==> src/rtl/utf8_to_utf16_decoder_core_assert.svh <==
// Assertion macros used by the transcoder core.
`ifndef UTF8_TO_UTF16_DECODER_CORE_ASSERT_SVH
`define UTF8_TO_UTF16_DECODER_CORE_ASSERT_SVH

`ifndef NO_ASSERTIONS

// The consequent must hold in the same cycle as the antecedent.
`define ASSERT_SAME(lbl, clk, rst, ante, cons) \
   lbl: assert property (@(posedge clk) disable iff (rst) (ante) |-> (cons)) \
      else $error("transcoder assertion failed");

// The consequent must hold in the cycle after the antecedent.
`define ASSERT_NEXT(lbl, clk, rst, ante, cons) \
   lbl: assert property (@(posedge clk) disable iff (rst) (ante) |=> (cons)) \
      else $error("transcoder assertion failed");

`else

`define ASSERT_SAME(lbl, clk, rst, ante, cons)
`define ASSERT_NEXT(lbl, clk, rst, ante, cons)

`endif

`endif

==> src/rtl/u8u16_pkg.sv <==
// Types and constants of the UTF-8 to UTF-16 transcoder.
`timescale 1ns / 1ps

package u8u16_pkg;

   localparam int BYTE_W = 8;
   localparam int UNIT_W = 16;

   localparam logic [UNIT_W-1:0] REPLACEMENT_CHAR = 16'hFFFD;
   localparam logic [UNIT_W-1:0] HI_SURR_BASE     = 16'hD800;
   localparam logic [UNIT_W-1:0] LO_SURR_BASE     = 16'hDC00;
   localparam logic [10:0]       HI_SURR_OFFSET   = 11'h040;
   localparam logic [15:0]       MAX_UNITS_RESET  = 16'd36;

   // Register index on the configuration port (paddr bit 2).
   localparam logic CSR_MAX_UNITS = 1'b0;

   typedef struct packed {
      logic [UNIT_W-1:0] code_unit;
      logic              last;
      logic              truncated;
   } unit_type;

endpackage

==> src/rtl/u8u16_req_if.sv <==
// Input channel: one UTF-8 byte per word.
`timescale 1ns / 1ps

interface u8u16_req_if;
   import u8u16_pkg::*;

   logic              valid;
   logic              ready;
   logic [BYTE_W-1:0] in_byte;

   modport source (output valid, output in_byte, input ready);
   modport sink   (input valid, input in_byte, output ready);
endinterface

==> src/rtl/u8u16_rsp_if.sv <==
// Result channel: one UTF-16 code unit per word.
`timescale 1ns / 1ps

interface u8u16_rsp_if;
   import u8u16_pkg::*;

   logic              valid;
   logic              ready;
   logic [UNIT_W-1:0] code_unit;
   logic              last;
   logic              truncated;

   modport source (output valid, output code_unit, output last, output truncated,
                   input ready);
   modport sink   (input valid, input code_unit, input last, input truncated,
                   output ready);
endinterface

==> src/rtl/utf8_to_utf16_decoder_core.sv <==
// Top level of the UTF-8 to UTF-16 stream transcoder.
`timescale 1ns / 1ps
`include "utf8_to_utf16_decoder_core_assert.svh"

// The block takes a NUL-terminated UTF-8 string on req_ch, one byte per word, and
// gives UTF-16 code units on rsp_ch, one unit per word, ending each string with a
// zero terminator word flagged by last. Unfinished sequences and stray continuation
// bytes become U+FFFD, and a string that would overrun max_units is cut with a
// terminator flagged truncated. Each accepted byte is decoded in the cycle it is
// accepted and its zero to two words are written into a three-entry result queue;
// the first word is on rsp_ch in the next cycle. A byte is accepted when the queue
// is empty, or holds one word that is taken in that same cycle, so while the
// receiver takes every word a byte giving at most one word streams at one byte per
// cycle. After a byte giving more than one word, the next byte waits until the last
// of them is being taken. When the receiver stalls, the queue holds its words and
// req_ch ready drops. Synchronous reset empties the queue, clears the decoder state
// and sets max_units to 36. max_units is written over the APB-style port at byte
// address 0 and should only change while the block is idle; zero acts as one.
module utf8_to_utf16_decoder_core (
   input  logic                clock,
   input  logic                reset,
   u8u16_req_if.sink           req_ch,
   u8u16_rsp_if.source         rsp_ch,
   input  logic                psel,
   input  logic                penable,
   input  logic                pwrite,
   input  logic [2:0]          paddr,
   input  logic [31:0]         pwdata,
   output logic [31:0]         prdata,
   output logic                pready
);
   import u8u16_pkg::*;

   typedef struct packed {
      unit_type    ent;
      logic        ended;
      logic [16:0] uw;
   } put_type;

   // One unit slot is used: bump the count and replace the unit by a terminator
   // if it is the terminator itself or the buffer is full.
   function automatic put_type put_unit(input logic [16:0] uw_i, input logic [16:0] cap_i,
                                        input logic [UNIT_W-1:0] unit_i, input logic term_i);
      put_type r;
      r.uw = uw_i + 17'd1;
      if (term_i) begin
         r.ent   = '{code_unit: '0, last: 1'b1, truncated: 1'b0};
         r.ended = 1'b1;
      end else if (r.uw >= cap_i) begin
         r.ent   = '{code_unit: '0, last: 1'b1, truncated: 1'b1};
         r.ended = 1'b1;
      end else begin
         r.ent   = '{code_unit: unit_i, last: 1'b0, truncated: 1'b0};
         r.ended = 1'b0;
      end
      return r;
   endfunction

   logic [15:0]       max_units_ff;
   logic [20:0]       accum_ff, accum_in;
   logic [1:0]        pend_ff, pend_in;
   logic              stray_ff, stray_in;
   logic [15:0]       uw_ff, uw_in;
   logic              drain_ff, drain_in;
   unit_type          q_ff [3];
   unit_type          q_in [3];
   logic [1:0]        cnt_ff, cnt_in;
   unit_type          new_q [3];
   logic [1:0]        n_new;

   logic              accept, pop, csr_write;
   logic [16:0]       cap;
   logic [BYTE_W-1:0] c;

   assign c      = req_ch.in_byte;
   assign cap    = (max_units_ff == 16'd0) ? 17'd1 : {1'b0, max_units_ff};
   assign pop    = rsp_ch.valid && rsp_ch.ready;
   assign accept = req_ch.valid && req_ch.ready;

   // Room for a whole byte's words once the current front word leaves.
   assign req_ch.ready = (cnt_ff == 2'd0) || ((cnt_ff == 2'd1) && rsp_ch.ready);

   assign rsp_ch.valid     = (cnt_ff != 2'd0);
   assign rsp_ch.code_unit = q_ff[0].code_unit;
   assign rsp_ch.last      = q_ff[0].last;
   assign rsp_ch.truncated = q_ff[0].truncated;

   // Configuration port: writes complete in the access phase, reads return data.
   assign pready    = 1'b1;
   assign csr_write = psel && penable && pwrite && pready;
   assign prdata    = (paddr[2] == CSR_MAX_UNITS) ? {16'd0, max_units_ff} : 32'd0;

   // Decode of one byte against the current string state.
   always_comb begin
      put_type     p;
      logic [20:0] cp;
      logic        big;
      logic        ended;
      logic        rdy;
      logic [16:0] uw;
      logic [10:0] hi_off;

      accum_in = accum_ff;
      pend_in  = pend_ff;
      stray_in = stray_ff;
      drain_in = drain_ff;
      uw_in    = uw_ff;
      n_new    = 2'd0;
      for (int i = 0; i < 3; i++) begin
         new_q[i] = '0;
      end
      ended  = 1'b0;
      rdy    = 1'b0;
      uw     = {1'b0, uw_ff};
      cp     = '0;
      big    = 1'b0;
      hi_off = '0;
      p      = '0;

      if (drain_ff) begin
         // Bytes of a cut string are dropped until its NUL.
         if (c == 8'd0) begin
            accum_in = '0;
            pend_in  = '0;
            stray_in = 1'b0;
            uw_in    = '0;
            drain_in = 1'b0;
         end
      end else begin
         if (c[7:6] != 2'b10) begin
            // Lead byte: flush an unfinished sequence or stray continuations first.
            if ((pend_ff != 2'd0) || stray_ff) begin
               p            = put_unit(uw, cap, REPLACEMENT_CHAR, 1'b0);
               uw           = p.uw;
               ended        = p.ended;
               new_q[n_new] = p.ent;
               n_new        = n_new + 2'd1;
            end
            if (!ended) begin
               stray_in = 1'b0;
               if (c[7:3] == 5'b11110) begin
                  accum_in = {18'd0, c[2:0]};
                  pend_in  = 2'd3;
               end else if (c[7:4] == 4'b1110) begin
                  accum_in = {17'd0, c[3:0]};
                  pend_in  = 2'd2;
               end else if (c[7:5] == 3'b110) begin
                  accum_in = {16'd0, c[4:0]};
                  pend_in  = 2'd1;
               end else begin
                  accum_in = {14'd0, c[6:0]};
                  pend_in  = 2'd0;
                  rdy      = 1'b1;
               end
            end
         end else if (pend_ff != 2'd0) begin
            accum_in = {accum_ff[14:0], c[5:0]};
            pend_in  = pend_ff - 2'd1;
            rdy      = (pend_ff == 2'd1);
         end else begin
            stray_in = 1'b1;
         end

         if (!ended && rdy) begin
            cp  = accum_in;
            big = (cp[20:16] != 5'd0);
            // A pair needs two unit slots and the terminator's.
            if (big && ((uw + 17'd2) >= cap)) begin
               cp  = {5'd0, REPLACEMENT_CHAR};
               big = 1'b0;
            end
            if (big) begin
               hi_off       = cp[20:10] - HI_SURR_OFFSET;
               p            = put_unit(uw, cap, HI_SURR_BASE | {5'd0, hi_off}, 1'b0);
               uw           = p.uw;
               ended        = p.ended;
               new_q[n_new] = p.ent;
               n_new        = n_new + 2'd1;
               if (!ended) begin
                  p            = put_unit(uw, cap, LO_SURR_BASE | {6'd0, cp[9:0]}, 1'b0);
                  uw           = p.uw;
                  ended        = p.ended;
                  new_q[n_new] = p.ent;
                  n_new        = n_new + 2'd1;
               end
            end else begin
               p            = put_unit(uw, cap, cp[15:0], (c == 8'd0));
               uw           = p.uw;
               ended        = p.ended;
               new_q[n_new] = p.ent;
               n_new        = n_new + 2'd1;
            end
         end

         uw_in = uw[15:0];
         if (ended) begin
            accum_in = '0;
            pend_in  = '0;
            stray_in = 1'b0;
            uw_in    = '0;
            drain_in = (c != 8'd0);
         end
      end
   end

   // Result queue: refilled on accept, shifted towards the front on a take.
   always_comb begin
      q_in   = q_ff;
      cnt_in = cnt_ff;
      if (accept) begin
         q_in   = new_q;
         cnt_in = n_new;
      end else if (pop) begin
         q_in[0] = q_ff[1];
         q_in[1] = q_ff[2];
         cnt_in  = cnt_ff - 2'd1;
      end
   end

   always_ff @(posedge clock) begin
      if (reset) begin
         max_units_ff <= MAX_UNITS_RESET;
         accum_ff     <= '0;
         pend_ff      <= '0;
         stray_ff     <= 1'b0;
         uw_ff        <= '0;
         drain_ff     <= 1'b0;
         cnt_ff       <= '0;
      end else begin
         if (csr_write && (paddr[2] == CSR_MAX_UNITS)) begin
            max_units_ff <= pwdata[15:0];
         end
         if (accept) begin
            accum_ff <= accum_in;
            pend_ff  <= pend_in;
            stray_ff <= stray_in;
            uw_ff    <= uw_in;
            drain_ff <= drain_in;
         end
         cnt_ff <= cnt_in;
      end
   end

   always_ff @(posedge clock) begin
      q_ff <= q_in;
   end

   // A byte of a cut string never produces a word.
   `ASSERT_NEXT(a_drain_silent, clock, reset, accept && drain_ff, cnt_ff == 2'd0)
   // A terminator word is always the final word of its byte.
   `ASSERT_SAME(a_last_at_end, clock, reset, rsp_ch.valid && q_ff[0].last, cnt_ff == 2'd1)
   // After a terminator has been produced the unit count, pending sequence and stray flag are cleared.
   `ASSERT_NEXT(a_term_clears, clock, reset,
      accept && (n_new != 2'd0) && new_q[n_new - 2'd1].last,
      (uw_ff == 16'd0) && (pend_ff == 2'd0) && !stray_ff)

endmodule
==> src/flat_wrapper.sv <==
// flat-port wrapper written by rule: the top's interface ports become plain ports
module utf8_to_utf16_decoder_core_flat import u8u16_pkg::*;
  (clock, reset, psel, penable, pwrite, paddr, pwdata, prdata, pready, req_ch_valid, req_ch_in_byte, req_ch_ready, rsp_ch_valid, rsp_ch_code_unit, rsp_ch_last, rsp_ch_truncated, rsp_ch_ready);
  u8u16_req_if req_ch_i ();
  u8u16_rsp_if rsp_ch_i ();
  input  logic clock;
  input  logic reset;
  input  logic psel;
  input  logic penable;
  input  logic pwrite;
  input  logic [2:0] paddr;
  input  logic [31:0] pwdata;
  output logic [31:0] prdata;
  output logic pready;
  input wire logic [$bits(req_ch_i.valid)-1:0] req_ch_valid;
  input wire logic [$bits(req_ch_i.in_byte)-1:0] req_ch_in_byte;
  output wire logic [$bits(req_ch_i.ready)-1:0] req_ch_ready;
  output wire logic [$bits(rsp_ch_i.valid)-1:0] rsp_ch_valid;
  output wire logic [$bits(rsp_ch_i.code_unit)-1:0] rsp_ch_code_unit;
  output wire logic [$bits(rsp_ch_i.last)-1:0] rsp_ch_last;
  output wire logic [$bits(rsp_ch_i.truncated)-1:0] rsp_ch_truncated;
  input wire logic [$bits(rsp_ch_i.ready)-1:0] rsp_ch_ready;
  assign req_ch_i.valid = req_ch_valid;
  assign req_ch_i.in_byte = req_ch_in_byte;
  assign req_ch_ready = req_ch_i.ready;
  assign rsp_ch_valid = rsp_ch_i.valid;
  assign rsp_ch_code_unit = rsp_ch_i.code_unit;
  assign rsp_ch_last = rsp_ch_i.last;
  assign rsp_ch_truncated = rsp_ch_i.truncated;
  assign rsp_ch_i.ready = rsp_ch_ready;
  utf8_to_utf16_decoder_core u_core (.clock(clock), .reset(reset), .req_ch(req_ch_i), .rsp_ch(rsp_ch_i), .psel(psel), .penable(penable), .pwrite(pwrite), .paddr(paddr), .pwdata(pwdata), .prdata(prdata), .pready(pready));
endmodule
==> config.mk <==
export PLATFORM = sky130hd
export DESIGN_NAME = utf8_to_utf16_decoder_core_flat
export DESIGN_NICKNAME = d
export VERILOG_FILES = /design/src/rtl/u8u16_pkg.sv /design/src/rtl/u8u16_req_if.sv /design/src/rtl/u8u16_rsp_if.sv /design/src/rtl/utf8_to_utf16_decoder_core.sv /design/src/flat_wrapper.sv
export VERILOG_INCLUDE_DIRS = /design/src /design/src/rtl
export SDC_FILE = /design/constraint.sdc
export NUM_CORES = 1
export LEC_CHECK = 0
export BUFFER_PORTS_ARGS = -buffer_cell sky130_fd_sc_hd__buf_2
export CORE_MARGIN = 5
export CORE_UTILIZATION = 50
export CTS_CLUSTER_SIZE = 16
export DETAILED_ROUTE_END_ITERATION = 10
export GPL_TIMING_DRIVEN = 0
export PLACE_DENSITY = 0.7
export SKIP_LAST_GASP = 1
export SYNTH_ARGS = -nofsm -noshare
export SYNTH_HDL_FRONTEND = slang
export SYNTH_SLANG_ARGS = --single-unit
==> constraint.sdc <==
create_clock -name clock -period 15.5 [get_ports clock]
set_input_delay 1.55 -clock clock [delete_from_list [all_inputs] [get_ports clock]]
set_output_delay 1.55 -clock clock [all_outputs]
set_load 0.1 [all_outputs]
==> out/results.txt, run 1 <==
Status - finished clean
CP max stage delay - 0.50 ns
TritonRoute pass-1 iters - 6
Global-route wire length before repair - 41520 um
WL/cell - 18.95 um
Antenna diodes - 0
Design Area, Final - 10090 sq um
Yosys synthesis warning count - 0
Clock-pin slew on the worst setup and hold paths - 0.08 ns
Port bufs - 66
Gate Count Post-Synth - 1086
Initial core utilization - 50.55%
HP Class - flop to flop
Layout area overhead - 11.55%
Post-Place Setup Slack - 6.576 ns
Most common cell after layout, fill and taps aside - nand2_1
Final hold violation count - 0
Final worst path period need - 8.764 ns
FILL cells - 1679
Crit Path Max Fanout - 10
Register Area - 2623 sq um
CTS tree - yes
Top cell type's share of synthesized area - 15.93%
Crit path from - req_ch_in_byte[6]
Post-route non-filler standard cell count - 1425
Initial antenna violation count - 0
Seq cells post-synth - 107
Startpoint types - primary input
PwrDens - 112.7 nW/um^2
Slowest CP cell - buf_1
FFs w/ async S/R, synth - 0%
Worst hold start - u_core.pend_ff[1]$_SDFFE_PP0P_
Worst Max-Slew Pin Slew - 1.143 ns
Nets - 1314
DR vias - 8623
Htree depth - 3
Worst Setup End Kind - flop
Multi-input logic area - 5853 sq um
Yosys top cell by area - edfxtp_1
Resize count post-CTS - 0
PnR worst setup slack - 6.736 ns
Fmax achieved - 114.1 MHz
Via count of the first global-routing pass - 7656
Core Region - 17900 sq um
Peak supply drop - 0.1542 mV
Longest Clk Path Bufs - 2
Largest net degree at the start of global routing - 41
Register area share after synthesis - 28.98%
Main synth FF type - dfxtp_1
Root buf cell - clkbuf_16
Max-cap viol count - 0
Top Ports - 103
Row Count - 49
Reg2reg start - u_core.pend_ff[0]$_SDFFE_PP0P_
Die Width - 144.5 um
Drt drc - 0
Post-CTS Setup Bufs - 0
Total GRT Usage - 25.37%
WL final - 27000 um
Worst-skew pair later-pin latency - 0.37 ns
Fraction of layout cells with a size suffix above 1 - 14.21%
Number of setup violations in the final report - 0
Gpl congestion - 1.016
ANT nets after route - 0
CP arrival - 9.07 ns
Hold_buf cts - 0
Rel. slew slack - 22.80%
Leak pwr - 4.275 nW
Number of buffers created by CTS - 9
Most frequent cells in the layout - nand2_1, nor2_1, buf_2
DIE AREA - 20890 sq um
Mapped Area - 9049 sq um
Max-slew violation count - 0
DP HPWL - 20960 um
First DRT Iteration DRCs - 1231
Critical path class - primary input to flop
Final core utilization - 56.38%
Req. time, crit path - 15.81 ns
Crit-path most repeated cell - buf_2
# clock sinks - 107
Dpl cells - 1409
Die height - 144.5 um
Number of flops mapped to enable cells by yosys - 48
Placed Area - 9771 sq um
Count of cell types in the netlist - 88
RSZ-0062 raised after global routing - no
Via/cell ratio - 6.051
Setup TNS - 0 ns
Period utilization - 56.54%
Syn Area/Cell - 8.332 sq um
Clock skew - 0.01279 ns
Top post-synthesis cells by area - edfxtp_1, dfxtp_1, ha_1, nand2_1, xnor2_1
Grt total ovfl - 0
-- state kept, by name, indices dropped and copies added, names as in the netlist --
signal and cells:
u_core.uw_ff 16, u_core.stray_ff 1, u_core.rsp_ch.last 1, u_core.drain_ff 1
u_core.max_units_ff 16, u_core.rsp_ch.truncated 1, u_core.rsp_ch.code_unit 16, u_core.accum_ff 21
u_core.pend_ff 2, u_core.cnt_ff 2, u_core.q_ff 30
-- report_power, final --
part | internal [W] | switching (W)
Combinational | 0.000134 | 0.000375
Sequential | 0.000354 | 0.0000186
Clock | 0.000131 | 0.000124
-- metal layers --
| layer | vias up | routed length [um] | track usage [%] |
|---|---|---|---|
| met5 | - | 0 | 0 |
| met4 | 0 | 612 | 6.382 |
| met3 | 57 | 2665 | 5.589 |
| met2 | 418 | 11250 | 36.53 |
| met1 | 4004 | 12470 | 38.38 |
| li1 | 4144 | - | - |
-- layout make-up --
type | instances | share of cell area (%)
multi-input combinational | 873 | 57.99
sequential | 107 | 25.98
buffer | 90 | 5.082
timing repair buffer | 66 | 3.273
tap | 229 | 2.839
clock buffer | 9 | 2.231
inverter | 44 | 1.636
clock inverter | 7 | 0.9669
-- final timing paths --
check                                    to  depth (start not counted)  slack, ns
min          u_core.pend_ff[1]$_SDFFE_PP0P_                          1       0.47
min reg2reg  u_core.pend_ff[1]$_SDFFE_PP0P_                          1       0.47
max reg2reg    u_core.uw_ff[2]$_SDFFE_PP0P_                         32       7.45
max            u_core.uw_ff[2]$_SDFFE_PP0P_                         32       6.74
-- critical path: cells and delay by family --
kind	cells	cell delay, ns
AOI/OAI and AO/OA	9	2.02
adders and majority gates	2	0.62
and+or+nand+nor	12	2.69
xor gates and xnor gates	2	0.38
buffers and inverters	7	1.82
-- cell usage after synthesis, types with 3 or more instances --
master,instances
o21ai_0,49
a32o_1,19
nor2_1,91
a21oi_1,68
buf_2,17
clkbuf_1,32
xor2_1,20
and3_1,8
and2_1,9
a211o_1,3
o22ai_1,7
a31oi_1,5
xnor2_1,56
a221oi_1,4
nor2b_1,7
inv_1,43
a22oi_1,12
o21a_1,13
nor4_1,19
a211oi_1,12
nand3_1,29
buf_4,37
and3b_1,3
or2_2,5
a221o_1,9
mux2i_1,4
edfxtp_1,48
a21boi_0,3
dfxtp_1,59
a21o_1,10
nand2b_1,12
o211ai_1,6
and4_1,5
a22o_1,32
nand2_1,133
nor3_1,23
nand4_1,16
o31ai_1,5
ha_1,73
or3_1,9
a41oi_1,5
o31a_1,4
-- per-stage QoR --
| step | hold slack (ns) | power, W |
|---|---|---|
| 3_5_place_dp | 0.4554 | 0.0008825 |
| 5_1_grt | 0.4879 | 0.001187 |
| 3_3_place_gp | 0.4494 | 0.0008760 |
| 6_report | 0.4694 | 0.001138 |
| 4_1_cts | 0.4740 | 0.001137 |
| 2_1_floorplan | 0.4419 | 0.0007728 |
-- kinds of logic (layout without fill, tap and decap cells) --
kind of cell,Yosys count,count (layout),synth area share (%)
fa+ha+maj,73,73,10.09
xor+xnor,77,77,7.536
other cells,2,30,0.08300
mux,6,6,0.6914
compound gates,294,294,23.44
flops,107,107,28.98
simple gates,393,393,21.68
buf+inv,134,216,7.494
(Power assumes the default switching activity.)
==> inputs of run 2 (changes only) <==
==> constraint.sdc (replaced) <==
create_clock -name clock -period 8.5 [get_ports clock]
set_input_delay 0.85 -clock clock [delete_from_list [all_inputs] [get_ports clock]]
set_output_delay 0.85 -clock clock [all_outputs]
set_load 0.1 [all_outputs]
==> run 2 against run 1 <==
  * Setup slack lost 6.2 ns
  * Cell count did not move
  * Critical path depth unchanged
  * Via count about the same
  * Combinational power increased by 83%
  * Hold slack lost 0.00099 ns
  * Die area unchanged
  * Non-clock buffer count stayed put
  * Sequential power grew 82%
  * Clock skew grew 0.0020 ns
  * Final area hardly changed
  * Flip-flop and latch count stayed put
==> out/results.txt, run 2 (synthesized netlist as in run 1, its figures left out) <==
Biggest regs - u_core.q_ff x30, u_core.accum_ff x21
Power, Total - 0.002075 W
Longest Clk Path Bufs - 2
Max-cap viol count - 0
Htree depth - 3
Leak pwr - 4.277 nW
Clock skew - 0.01480 ns
Startpoint types - flop
Worst setup path endpoint - u_core.uw_ff[2]$_SDFFE_PP0P_
PwrDens - 205.6 nW/um^2
CP arrival - 8.26 ns
Fraction of layout cells with a size suffix above 1 - 14.30%
Number of setup violations in the final report - 0
Final hold violation count - 0
Worst Setup End Kind - flop
Register Area - 2623 sq um
DP HPWL - 20960 um
Largest register FFs - 30
Peak supply drop - 0.2818 mV
WL final - 26990 um
WL/cell - 18.94 um
Largest net degree at the start of global routing - 41
Crit Path Max Fanout - 10
Req. time, crit path - 8.80 ns
Initial antenna violation count - 0
Top Ports - 103
Most frequent cells in the layout - nand2_1, nor2_1, buf_2
FILL cells - 1678
DR vias - 8627
Period utilization - 93.54%
Reg2reg start - u_core.pend_ff[0]$_SDFFE_PP0P_
Reg-to-reg slack, setup - 0.55 ns
Nets - 1314
Post-CTS Setup Bufs - 0
Most flop-heavy register - u_core.q_ff
Layout area overhead - 11.56%
Status - finished clean
DIE AREA - 20890 sq um
First DRT Iteration DRCs - 1197
Die height - 144.5 um
Crit path from - u_core.pend_ff[0]$_SDFFE_PP0P_
Initial core utilization - 50.55%
Via count of the first global-routing pass - 7656
Die Width - 144.5 um
Gpl congestion - 1.016
Drt drc - 0
Clock-pin slew on the worst setup and hold paths - 0.08 ns
RSZ-0062 raised after global routing - no
ANT nets after route - 0
TritonRoute pass-1 iters - 6
Hold Slack - 0.4684 ns
Row Count - 49
Number of buffers created by CTS - 9
Fmax achieved - 125.8 MHz
Grt total ovfl - 0
Rel. slew slack - 21.94%
CP max stage delay - 0.40 ns
Worst-skew pair later-pin latency - 0.37 ns
Antenna diodes - 0
Core Region - 17900 sq um
Hold_buf cts - 0
Root buf cell - clkbuf_16
Slowest CP cell - or3_1
Via/cell ratio - 6.054
Total GRT Usage - 25.37%
Setup TNS - 0 ns
Worst Max-Slew Pin Slew - 1.156 ns
HP Class - flop to flop
Global-route wire length before repair - 41520 um
CTS tree - yes
Worst R2R Path Depth - 32
Critical path class - flop to flop
Most common cell after layout, fill and taps aside - nand2_1
Reg-to-reg endpoint - u_core.uw_ff[2]$_SDFFE_PP0P_
Final worst path period need - 7.951 ns
Multi-input logic area - 5853 sq um
Port bufs - 66
# clock sinks - 107
Max-slew violation count - 0
run 2: worst min path at each step:
stage               slack, ns                                to  depth (start not counted)                              from
floorplan                0.44    u_core.pend_ff[1]$_SDFFE_PP0P_                          1    u_core.pend_ff[1]$_SDFFE_PP0P_
global placement         0.45  u_core.accum_ff[15]$_SDFFE_PP0P_                          1  u_core.accum_ff[15]$_SDFFE_PP0P_
detailed placement       0.46    u_core.pend_ff[1]$_SDFFE_PP0P_                          1    u_core.pend_ff[1]$_SDFFE_PP0P_
CTS                      0.47    u_core.pend_ff[1]$_SDFFE_PP0P_                          1    u_core.pend_ff[1]$_SDFFE_PP0P_
global route             0.49  u_core.accum_ff[15]$_SDFFE_PP0P_                          1  u_core.accum_ff[15]$_SDFFE_PP0P_
finish                   0.47    u_core.pend_ff[1]$_SDFFE_PP0P_                          1    u_core.pend_ff[1]$_SDFFE_PP0P_
run 2: power breakdown:
part / leakage (nW) / switching [W] / internal [W] / total, W
Clock: 0.158 / 0.000226 / 0.000239 / 0.000465
Combinational: 3.17 / 0.000685 / 0.000245 / 0.000930
Sequential: 0.954 / 0.0000337 / 0.000646 / 0.000680
Total: 4.28 / 0.000945 / 0.00113 / 0.00208
run 2: final cells by class:
cell class	instances	area share, %
plain buffers	90	5.094
clock buffers	9	2.231
clock inverters	7	0.9668
inverters	44	1.636
multi-input cells	873	57.98
flip-flops and latches	107	25.98
well taps	229	2.838
repair buffers	66	3.272
run 2: through the flow:
step / std cells / setup WS (ns) / util (%) / area, sq um
2_1_floorplan: 1114 / 2.171 / - / 9154
3_3_place_gp: 1409 / 0.1891 / 54.58 / 9771
3_5_place_dp: 1409 / 0.2762 / 54.58 / 9771
4_1_cts: 1425 / 0.6374 / 56.38 / 10090
5_1_grt: 1425 / 0.07810 / 56.39 / 10090
6_report: 1425 / 0.5488 / 56.39 / 10090
run 2: timing repair:
action,4_1_cts,5_1_grt
endpoints found under the setup margin,0,14
gates resized for setup,0,1
hold endpoints to repair,0,0
run 2: worst max-delay path, delay by kind of cell, from the launching register on:
family / cells / cell delay, ns
compound gates: 10 / 2.33
buf+inv: 6 / 1.26
fa+ha+maj: 3 / 0.87
xor+xnor: 3 / 0.62
simple gates: 10 / 2.40
flops: 1 / 0.39
run 2: routing by layer:
layer	routed length [um]	track usage, %	share of wire (%)	up-vias
met3	2591	5.589	9.6	66
met4	680	6.382	2.5	0
li1	-	-	-	4144
met2	11270	36.53	42	414
met5	0	0	0	-
met1	12450	38.38	46	4003
==> inputs of run 3 (changes only) <==
--- a/config.mk
+++ b/config.mk
@@ -6,7 +6,7 @@
 export SDC_FILE = /design/constraint.sdc
 export NUM_CORES = 1
 export LEC_CHECK = 0
-export BUFFER_PORTS_ARGS = -buffer_cell sky130_fd_sc_hd__buf_2
+export BUFFER_PORTS_ARGS = -buffer_cell sky130_fd_sc_hd__buf_4
 export CORE_MARGIN = 5
 export CORE_UTILIZATION = 50
 export CTS_CLUSTER_SIZE = 16
==> run 3 against run 2 <==
  * Combinational power up 3.1%
  * Sequential share of layout area down 0.39 points
  * Maximum frequency decreased by 0.81%
  * First-iteration DRC count fell by 15%
  * Critical path depth stayed put
  * Flip-flop and latch count did not move
  * Clock power fell by 4%
  * Cell count unchanged
  * Final area up 1.5%
  * Via count rose by 0.65%
  * Total power grew 0.46%
  * Clock skew shrank 0.0014 ns
  * Largest power group unchanged
  * Highest routed layer unchanged
==> out/results.txt, run 3 (synthesized netlist as in run 1, its figures left out) <==
Longest Clk Path Bufs - 2
Max-slew violation count - 0
Peak supply drop - 0.2358 mV
CTS tree - yes
Nets - 1314
Worst R2R Path Depth - 32
Period utilization - 94.31%
DR vias - 8683
Clock-pin slew on the worst setup and hold paths - 0.08 ns
Top Ports - 103
Port bufs - 66
Leak pwr - 4.311 nW
Initial antenna violation count - 0
Most common cell after layout, fill and taps aside - nand2_1
Via count of the first global-routing pass - 7678
Comb pwr share - 46.0%
Rel. slew slack - 20.86%
Worst path top cell family by delay - simple AND/OR/NAND/NOR gates
Setup TNS - 0 ns
Hold depth - 1
WL final - 27460 um
Final worst path period need - 8.016 ns
Layout area overhead - 13.26%
Total GRT Usage - 26.10%
PwrDens - 203.4 nW/um^2
Slowest CP cell - nor3_1
Core Region - 17900 sq um
Clock power share - 21.4%
RSZ-0062 raised after global routing - no
Most flop-heavy register - u_core.q_ff
Number of buffers created by CTS - 9
Hold_buf cts - 0
Fraction of layout cells with a size suffix above 1 - 14.30%
Die height - 144.5 um
Startpoint types - flop
Htree depth - 3
Die Width - 144.5 um
Post-route non-filler standard cell count - 1425
Final hold violation count - 0
Biggest regs - u_core.q_ff x30, u_core.accum_ff x21
Gpl congestion - 0.9890
Worst Hold End - u_core.pend_ff[1]$_SDFFE_PP0P_
Post-CTS Setup Bufs - 0
DIE AREA - 20890 sq um
Worst-skew pair later-pin latency - 0.37 ns
First DRT Iteration DRCs - 1012
Max-cap viol count - 0
Via/cell ratio - 6.093
TritonRoute pass-1 iters - 5
Buf/Inv on CP - 6
Dpl cells - 1409
Net switching fraction of the power - 45.81%
Internal - 0.001130 W
Part of the power in registers - 32.6%
Fmax achieved - 124.7 MHz
Reg-to-reg endpoint - u_core.uw_ff[2]$_SDFFE_PP0P_
Worst Setup End Kind - flop
Antenna diodes - 0
Status - finished clean
Most frequent cells in the layout - nand2_1, buf_4, nor2_1
Largest net degree at the start of global routing - 41
Instance count on the critical path - 32
Global-route wire length before repair - 42670 um
Initial core utilization - 50.55%
Sw Pwr - 0.0009550 W
DP HPWL - 21270 um
CP max stage delay - 0.42 ns
Row Count - 49
Root buf cell - clkbuf_16
Crit Path Max Fanout - 10
Grt total ovfl - 0
Reg-to-reg slack, setup - 0.48 ns
CP arrival - 8.32 ns
ANT nets after route - 0
# clock sinks - 107
Critical path class - flop to flop
Drt drc - 0
Req. time, crit path - 8.80 ns
Number of setup violations in the final report - 0
Worst Max-Slew Pin Slew - 1.187 ns
HP Class - flop to flop
Reg2reg start - u_core.pend_ff[0]$_SDFFE_PP0P_
WL/cell - 19.27 um
Largest register FFs - 30
Worst hold start - u_core.pend_ff[1]$_SDFFE_PP0P_
Clock skew - 0.01343 ns
run 3: area by class of cell:
class                   count  area [sq um]
fillers                  1680          7654
multi-input cells         873          5853
flip-flops and latches    107          2623
plain buffers              90         514.2
repair buffers             66         495.5
well taps                 229         286.5
clock buffers               9         225.2
inverters                  44         165.2
clock inverters             7         86.33
run 3: per-stage QoR:
step / util [%] / setup WS, ns / power, W / cell area [sq um] / hold slack [ns]
detailed placement: 55.50 / 0.08264 / 0.001639 / 9936 / 0.4626
CTS: 57.24 / 0.3734 / 0.002084 / 10250 / 0.4767
global route: 57.25 / 0.1072 / 0.002182 / 10250 / 0.4940
floorplan: - / 2.171 / 0.001409 / 9154 / 0.4419
finish: 57.25 / 0.4837 / 0.002085 / 10250 / 0.4753
global placement: 55.50 / 0.06751 / 0.001629 / 9936 / 0.4523
run 3: worst max path at each step:
stage / slack, ns / from / endpoint
after CTS: 0.37 / u_core.pend_ff[0]$_SDFFE_PP0P_ / u_core.uw_ff[2]$_SDFFE_PP0P_
after floorplan: 2.17 / req_ch_in_byte[6] / u_core.q_ff[25]$_DFFE_PP_
after detailed placement: 0.08 / req_ch_in_byte[6] / u_core.uw_ff[2]$_SDFFE_PP0P_
after global routing: 0.11 / u_core.pend_ff[0]$_SDFFE_PP0P_ / u_core.uw_ff[2]$_SDFFE_PP0P_
final: 0.48 / u_core.pend_ff[0]$_SDFFE_PP0P_ / u_core.uw_ff[2]$_SDFFE_PP0P_
after global placement: 0.07 / req_ch_in_byte[6] / u_core.uw_ff[2]$_SDFFE_PP0P_
run 3: worst register-to-register path: cells and delay by family (launching register included):
kind,cells,cell delay [ns]
compound gates,9,2.08
buf+inv,6,1.30
xor+xnor,2,0.39
simple gates,12,2.93
fa+ha+maj,3,0.88
flops,1,0.38
run 3: what timing repair did:
item	4_1_cts	5_1_grt
endpoints found under the hold margin	0	0
gates resized for setup	0	2
endpoints found under the setup margin	0	37
run 3: metal layers:
metal  routed length [um]  global-route usage [%]  vias to the layer above
met1                12860                   40.44                     4083
met3                 2556                   5.489                       38
met2                11580                   36.77                      409
met4                  461                   6.235                        0
li1                     -                       -                     4153
met5                    0                       0                        -
run 3: power groups by stage:
stage / logic (W) / clock network [W] / registers, W
finish: 0.000959 / 0.000447 / 0.000679
global route: 0.00102 / 0.000475 / 0.000688
CTS: 0.000951 / 0.000453 / 0.000680
detailed placement: 0.000948 / 0 / 0.000691
global placement: 0.000941 / 0 / 0.000688
floorplan: 0.000706 / 0 / 0.000703
